==> src/design/sorted_priority_queue_top_macros.svh <==
// Assertion macros for the sorted priority queue top level.
`ifndef SORTED_PRIORITY_QUEUE_TOP_MACROS_SVH
`define SORTED_PRIORITY_QUEUE_TOP_MACROS_SVH

`ifndef ASSERT_OFF
// Clocked check that is switched off while reset is high.
`define SPQ_ASSERT(lbl, clk, rst, prop, msg) \
  lbl: assert property (@(posedge clk) disable iff (rst) prop) else $error(msg);
// Clocked check that stays live during reset.
`define SPQ_ASSERT_ALWAYS(lbl, clk, prop, msg) \
  lbl: assert property (@(posedge clk) prop) else $error(msg);
`else
`define SPQ_ASSERT(lbl, clk, rst, prop, msg)
`define SPQ_ASSERT_ALWAYS(lbl, clk, prop, msg)
`endif

`endif

==> src/design/spq_pkg.sv <==
// Package with the types and constants of the sorted priority queue.
package spq_pkg;

  localparam int DEPTH_DEF = 16;
  localparam int VAL_W     = 32;
  localparam int STAT_W    = 2;
  localparam int OCC_W     = 5;

  // Command codes carried by an input word.
  typedef enum logic {
    CMD_ENQUEUE = 1'b0,
    CMD_DEQUEUE = 1'b1
  } cmd_t;

  // Status codes carried by a result word.
  typedef enum logic [STAT_W-1:0] {
    ST_ENQUEUED  = 2'd0,
    ST_DEQUEUED  = 2'd1,
    ST_OVERFLOW  = 2'd2,
    ST_UNDERFLOW = 2'd3
  } status_t;

  // Operation broadcast to every cell of the row.
  typedef struct packed {
    logic                    enq;
    logic                    deq;
    logic signed [VAL_W-1:0] val;
  } cell_ctrl_t;

endpackage

==> src/design/spq_if.sv <==
// Handshake interfaces for the command and result channels.
interface spq_cmd_if import spq_pkg::*; ();
  logic                    valid;
  logic                    ready;
  logic                    command;
  logic signed [VAL_W-1:0] value;

  modport source (output valid, command, value, input ready);
  modport sink   (input valid, command, value, output ready);
endinterface

interface spq_res_if import spq_pkg::*; ();
  logic                    valid;
  logic                    ready;
  logic [STAT_W-1:0]       status;
  logic signed [VAL_W-1:0] removed_value;
  logic [OCC_W-1:0]        occupancy;

  modport source (output valid, status, removed_value, occupancy, input ready);
  modport sink   (input valid, status, removed_value, occupancy, output ready);
endinterface

==> src/design/spq_cell.sv <==
// One compare-and-shift cell of the sorted storage row.
module spq_cell import spq_pkg::*; (
  input  logic                    clk,
  input  cell_ctrl_t              ctrl,
  input  logic                    occ,
  input  logic                    left_take,
  input  logic signed [VAL_W-1:0] left_value,
  input  logic signed [VAL_W-1:0] right_value,
  output logic                    take,
  output logic signed [VAL_W-1:0] value
);

  logic signed [VAL_W-1:0] value_next;

  // A free cell, or one holding a strictly greater value, moves up on enqueue.
  assign take = !occ || (value > ctrl.val);

  // Enqueue shifts from the left or loads the new word; dequeue shifts from the right.
  always_comb begin
    value_next = value;
    if (ctrl.enq) begin
      if (take) begin
        value_next = left_take ? left_value : ctrl.val;
      end
    end else if (ctrl.deq) begin
      value_next = right_value;
    end
  end

  always_ff @(posedge clk) begin
    value <= value_next;
  end

endmodule

==> src/design/sorted_priority_queue_top.sv <==
// Sorted priority queue: the top level with its row of cells.
//
// The cmd channel takes one word per command: command selects enqueue or
// dequeue, value is the signed number to store on enqueue. The res channel
// returns exactly one word per command with a status, the removed value
// (zero unless a dequeue succeeded) and the occupancy after the command.
// Up to DEPTH values are held in ascending order in a row of cells; equal
// values leave in the order in which they arrived.
// An accepted command's result word is registered and offered in the next
// cycle. The row updates every cell in the same cycle with one compare and
// a shift to or from a neighbour, so a new command is taken every cycle
// unless a result is stalled. A result waits in an output register;
// cmd.ready stays high while that register is empty or is being read, so a
// stalled receiver holds off new commands only once a result is waiting.
// Reset empties the queue and drops any pending result at once; stored
// values themselves are not cleared and are never read before written.
// Enqueue into a full queue reports overflow, dequeue from an empty one
// reports underflow; neither changes the contents.
`include "sorted_priority_queue_top_macros.svh"

module sorted_priority_queue_top import spq_pkg::*; #(
  parameter int DEPTH = DEPTH_DEF
) (
  input logic         clk,
  input logic         rst,
  spq_cmd_if.sink     cmd,
  spq_res_if.source   res
);

  localparam int CW = $clog2(DEPTH + 1);

  logic [CW-1:0]           count;
  logic [CW-1:0]           count_next;
  logic                    full;
  logic                    empty;
  logic                    accept;
  logic                    is_deq;
  cell_ctrl_t              ctrl;
  logic                    take   [DEPTH];
  logic signed [VAL_W-1:0] value  [DEPTH];
  logic                    res_valid;
  status_t                 res_status;
  status_t                 status_next;
  logic signed [VAL_W-1:0] res_removed;
  logic [OCC_W-1:0]        res_occ;

  // Handshake: a new word is taken whenever the result register is free.
  assign cmd.ready = !res_valid || res.ready;
  assign accept    = cmd.valid && cmd.ready;
  assign is_deq    = (cmd.command == CMD_DEQUEUE);
  assign full      = (count == CW'(DEPTH));
  assign empty     = (count == '0);

  // Broadcast operation, the new count and the result status.
  always_comb begin
    ctrl.enq    = accept && !is_deq && !full;
    ctrl.deq    = accept && is_deq && !empty;
    ctrl.val    = cmd.value;
    count_next  = count;
    status_next = ST_ENQUEUED;
    if (is_deq) begin
      if (empty) begin
        status_next = ST_UNDERFLOW;
      end else begin
        status_next = ST_DEQUEUED;
        count_next  = count - 1'b1;
      end
    end else begin
      if (full) begin
        status_next = ST_OVERFLOW;
      end else begin
        count_next = count + 1'b1;
      end
    end
  end

  // Row of cells; each sees its left neighbour's take flag and both neighbours' values.
  for (genvar i = 0; i < DEPTH; i++) begin : g_cell
    logic                    occ;
    logic                    lt;
    logic signed [VAL_W-1:0] lv;
    logic signed [VAL_W-1:0] rv;

    assign occ = (CW'(i) < count);
    if (i == 0) begin : g_first
      assign lt = 1'b0;
      assign lv = ctrl.val;
    end else begin : g_inner
      assign lt = take[i-1];
      assign lv = value[i-1];
    end
    if (i == DEPTH - 1) begin : g_last
      assign rv = value[i];
    end else begin : g_mid
      assign rv = value[i+1];
    end

    spq_cell u_cell (
      .clk         (clk),
      .ctrl        (ctrl),
      .occ         (occ),
      .left_take   (lt),
      .left_value  (lv),
      .right_value (rv),
      .take        (take[i]),
      .value       (value[i])
    );
  end

  // Count and result valid flag.
  always_ff @(posedge clk) begin
    if (rst) begin
      count     <= '0;
      res_valid <= 1'b0;
    end else begin
      if (accept) begin
        count     <= count_next;
        res_valid <= 1'b1;
      end else if (res.ready) begin
        res_valid <= 1'b0;
      end
    end
  end

  // Result payload, loaded with each accepted command.
  always_ff @(posedge clk) begin
    if (accept) begin
      res_status  <= status_next;
      res_removed <= (is_deq && !empty) ? value[0] : '0;
      res_occ     <= OCC_W'(count_next);
    end
  end

  assign res.valid         = res_valid;
  assign res.status        = res_status;
  assign res.removed_value = res_removed;
  assign res.occupancy     = res_occ;

  // Checks on the occupancy bookkeeping and the result codes.
  `SPQ_ASSERT(a_count_range, clk, rst, count <= CW'(DEPTH), "occupancy above depth")
  `SPQ_ASSERT(a_overflow, clk, rst,
    accept && !is_deq && full |=> res_valid && res_status == ST_OVERFLOW
      && count == $past(count),
    "overflow not reported or contents changed")
  `SPQ_ASSERT(a_dequeue, clk, rst,
    accept && is_deq && !empty |=> res_status == ST_DEQUEUED
      && count == CW'($past(count) - 1'b1),
    "dequeue did not reduce occupancy")
  `SPQ_ASSERT_ALWAYS(a_reset, clk, rst |=> !res_valid && count == '0,
    "reset did not empty the queue")

endmodule

==> src/flat_wrapper.sv <==
// flat-port wrapper written by rule: the top's interface ports become plain ports
module sorted_priority_queue_top_flat import spq_pkg::*;
#(
  parameter int DEPTH = DEPTH_DEF
)
  (clk, rst, cmd_valid, cmd_command, cmd_value, cmd_ready, res_valid, res_status, res_removed_value, res_occupancy, res_ready);
  spq_cmd_if cmd_i ();
  spq_res_if res_i ();
  input logic clk;
  input logic rst;
  input wire logic [$bits(cmd_i.valid)-1:0] cmd_valid;
  input wire logic [$bits(cmd_i.command)-1:0] cmd_command;
  input wire logic [$bits(cmd_i.value)-1:0] cmd_value;
  output wire logic [$bits(cmd_i.ready)-1:0] cmd_ready;
  output wire logic [$bits(res_i.valid)-1:0] res_valid;
  output wire logic [$bits(res_i.status)-1:0] res_status;
  output wire logic [$bits(res_i.removed_value)-1:0] res_removed_value;
  output wire logic [$bits(res_i.occupancy)-1:0] res_occupancy;
  input wire logic [$bits(res_i.ready)-1:0] res_ready;
  assign cmd_i.valid = cmd_valid;
  assign cmd_i.command = cmd_command;
  assign cmd_i.value = cmd_value;
  assign cmd_ready = cmd_i.ready;
  assign res_valid = res_i.valid;
  assign res_status = res_i.status;
  assign res_removed_value = res_i.removed_value;
  assign res_occupancy = res_i.occupancy;
  assign res_i.ready = res_ready;
  sorted_priority_queue_top #(.DEPTH(DEPTH)) u_core (.clk(clk), .rst(rst), .cmd(cmd_i), .res(res_i));
endmodule
==> config.mk <==
export PLATFORM = sky130hd
export DESIGN_NAME = sorted_priority_queue_top_flat
export DESIGN_NICKNAME = d
export VERILOG_FILES = /design/src/design/spq_pkg.sv /design/src/design/spq_if.sv /design/src/design/spq_cell.sv /design/src/design/sorted_priority_queue_top.sv /design/src/flat_wrapper.sv
export VERILOG_INCLUDE_DIRS = /design/src /design/src/design
export SDC_FILE = /design/constraint.sdc
export NUM_CORES = 2
export LEC_CHECK = 0
export BUFFER_PORTS_ARGS = -buffer_cell sky130_fd_sc_hd__buf_4
export CAP_MARGIN = 20
export CORE_ASPECT_RATIO = 0.9
export CORE_MARGIN = 1
export CORE_UTILIZATION = 50
export DETAILED_ROUTE_END_ITERATION = 8
export GPL_TIMING_DRIVEN = 0
export PLACE_DENSITY = 0.66
export SLEW_MARGIN = 20
export SYNTH_ARGS = -nofsm -noshare
export SYNTH_HDL_FRONTEND = slang
export SYNTH_SLANG_ARGS = --single-unit
==> constraint.sdc <==
create_clock -name clk -period 7.7 [get_ports clk]
set_clock_uncertainty 0.2 [all_clocks]
set_input_delay 1.54 -clock clk [delete_from_list [all_inputs] [get_ports clk]]
set_output_delay 1.54 -clock clk [all_outputs]
set_load 0.005 [all_outputs]
==> run summary <==
Outcome: complete, no violations
CTS tree: yes
Max stage delay on crit path: 0.87 ns
CP max FO: 32
Final cycle utilization of the critical path: 77.39%
Final hold violation count: 0
Largest net degree at the start of global routing: 49
Die width: 296.2 um
Worst Setup End Kind: register
Critical Path, Cell by Cell: clkbuf_1 -> inv_1 -> ha_1 -> nor3b_1 -> a21o_1 -> nor2_1 -> clkbuf_1 -> clkbuf_1 -> clkbuf_1 -> nand2_1 -> nand2_2
Startpoint Class: register
Antenna violations before repair: 0
Top Ports: 78
Reg2Reg Capture Point: u_core.g_cell[5].u_cell.value[25]
Hold-fix buffer count after cts: 0
Slew Limit Headroom: 23.73%
Vias per inst: 6.373
CP max stage cell: clkbuf_1
Routed WL: 126200 um
Crit path DAT: 5.99 ns
Grt total ovfl: 0
Crit path time final: 5.959 ns
First-pass GRT wire length: 186000 um
Hold path start: u_core.res.valid
Post-DP HPWL: 102100 um
Final core utilization: 56.37%
FFs w/ async S/R, synth: 0%
Area delta synth->final: 10.91%
Router iterations before antenna repair: 5
Mapped cell area: 38950 sq um
CTS buffer count: 66
Routing usage on met2: 49.04%
Vias: 31712
Post-Syn Nets: 4294
Final WS setup: 1.741 ns
Routed len/inst: 25.36 um
RSZ-0062 raised after global routing: false
Clk pin slew, worst setup/hold paths: 0.05 ns
Skew-Pair Late Insertion Delay: 0.62 ns
Maximum clock frequency: 0.1678 GHz
Reg-to-reg slack, setup: 1.74 ns
Share of cells above drive strength 1: 7.172%
# clock sinks: 557
Starting Density: 50.83%
Slew Viols, Final: 0
Setup CP Type: register to register
Crit path max-delay family: buffers and inverters
Number of enable flip-flop cells after synthesis: 551
Pwr/cell area: 211.5 nW/um^2
Post-synthesis register bit count: 557
Antenna viol nets, final: 0
Placeable Area: 76630 sq um
Dpl ws: 1.456 ns
Worst r2r path cells: 11
Reg2Reg Launch Point: u_core.count[1]
Post-CTS setup buffers: 0
Worst Hold Class: register to register
CTS max path bufs: 3
Post-Synthesis Cells: 3742
Worst Tran Pin Value: 1.144 ns
Iteration-0 DRC Markers: 3434
Die H: 266.8 um
# nets final: 4448
Met1 Usage GRT: 45.45%
Max IR drop VDD: 0.0001528 V
Hold path cells: 2
Die ar.: 79020 sq um
PortBufs: 77
H-tree depth: 3
Vias in the first global route: 30432
Required time of the worst setup path: 7.74 ns
Row count: 96
Global route hottest layer: met2
Leak Pwr: 19.16 nW
Cts repair resizes: 0
Cell mode on critical path: clkbuf_1
Max_cap viols: 0
Worst Hold End: u_core.res.valid
Final Setup Violations: 0
Most used DFF post-synth: edfxtp_1
Syn Area/Cell: 10.41 sq um
GR Util All Layers: 31.74%
Netlist cell types: 70
Routability-driven placement congestion ratio: 0.9598
# DRC: 0
Met3 Use GR: 4.563%
Warnings from Yosys: 0
Post-synthesis sequential area ratio: 42.79%
Buffer and inverter count on the worst path: 5
Root Buffer: clkbuf_16
-- per-layer routing --
metal	wire, um	part of all wire [%]	vias up
li1	-	-	14678
met1	56150	44	15382
met2	54990	44	1421
met3	10800	8.6	231
met4	4263	3.4	0
met5	0	0	-
-- through the flow --
step / hold slack, ns / area (sq um) / total power [mW] / std cells / TNS, ns
2_1_floorplan: 0.3305 / 38950 / 5.316 / 3742 / 0
3_3_place_gp: 0.3134 / 40820 / 5.925 / 4848 / -135.20
3_5_place_dp: 0.3227 / 41100 / 6.009 / 4857 / 0
4_1_cts: 0.3302 / 43200 / 9.099 / 4975 / 0
5_1_grt: 0.3522 / 43200 / 9.472 / 4975 / 0
6_report: 0.3265 / 43200 / 9.136 / 4976 / 0
-- placed cells by master (no fill, tap or decap), types with 111 or more instances in the layout --
cell type / netlist / routed
nor2_1: 305 / 305
mux2i_1: 342 / 342
nand2_1: 354 / 343
edfxtp_1: 551 / 551
clkbuf_1: 171 / 188
nor3_1: 115 / 115
a21oi_1: 411 / 411
a21o_1: 111 / 111
nand4_1: 118 / 118
ha_1: 515 / 515
-- worst max path at each step --
stage                    start                                 end  cells past startpoint
2_1_floorplan    cmd_value[19]    u_core.g_cell[3].u_cell.value[0]                     11
4_1_cts        u_core.count[1]    u_core.g_cell[2].u_cell.value[7]                     11
3_3_place_gp         res_ready   u_core.g_cell[15].u_cell.value[4]                      9
3_5_place_dp     cmd_value[31]  u_core.g_cell[11].u_cell.value[25]                     14
5_1_grt        u_core.count[0]   u_core.g_cell[6].u_cell.value[25]                     11
6_report       u_core.count[1]   u_core.g_cell[5].u_cell.value[25]                     11
-- worst register-to-register path, cell delays in order (launching register included) --
cell	delay, ns
dfxtp_1	0.52
clkbuf_1	0.54
inv_1	0.21
ha_1	0.28
nor3b_1	0.18
a21o_1	0.22
nor2_1	0.36
clkbuf_1	0.87
clkbuf_1	0.68
clkbuf_1	0.69
nand2_1	0.18
nand2_2	0.64
-- flip-flops by register name (all words and copies together) (netlist names) --
signal / flops
u_core.g_cell.u_cell.value: 512
u_core.count: 5
u_core.res.removed_value: 32
u_core.res.occupancy: 5
u_core.res.status: 2
u_core.res.valid: 1
-- logic make-up (layout without fill, tap and decap cells) --
kind of cell | Yosys count | after routing | share of synthesized area (%)
AND/OR/NAND/NOR | 1061 | 1061 | 12.44
AO/OA/AOI/OAI | 950 | 950 | 15.43
flip-flops | 557 | 557 | 42.79
adder cells (fa/ha/maj) | 515 | 515 | 16.54
multiplexers | 374 | 374 | 9.714
buffers and inverters | 284 | 488 | 3.064
XOR/XNOR | 1 | 1 | 0.02249
other | 0 | 1 | 0
-- cells in the mapped netlist (11+ instances only) --
master | n | share of area (%)
nand2_1 | 354 | 3.4
nor3_1 | 115 | 1.5
and2_1 | 33 | 0.53
a221oi_1 | 11 | 0.25
clkbuf_1 | 171 | 1.6
o21ai_0 | 90 | 1.2
a2111oi_0 | 11 | 0.25
a21o_1 | 111 | 2.1
o21ai_1 | 97 | 1.2
edfxtp_1 | 551 | 42
nand4_1 | 118 | 1.9
nand3_1 | 38 | 0.49
mux2_2 | 32 | 0.93
inv_1 | 63 | 0.61
ha_1 | 515 | 17
nor2_1 | 305 | 2.9
nor4_1 | 27 | 0.43
a211oi_1 | 20 | 0.39
or4_1 | 12 | 0.23
mux2i_1 | 342 | 8.8
buf_2 | 33 | 0.42
o211ai_1 | 25 | 0.48
nor2b_1 | 23 | 0.37
a21oi_1 | 411 | 5.3
a221o_1 | 97 | 2.5
-- cell type report --
class	instances	area, sq um
antenna	1	2.502
buffer	220	955.9
clock buffer	95	1917
clock inverter	23	180.2
fill	6774	33430
inverter	64	242.7
multi-input combinational	2901	21170
sequential	557	16670
tap	1029	1287
timing repair buffer	86	782.0
-- power by group --
group | internal [mW] | switching (mW)
Clock | 1.83 | 1.30
Combinational | 0.770 | 1.24
Sequential | 3.75 | 0.251
Total | 6.35 | 2.79
Note: power is estimated with default switching activity, not from simulation.
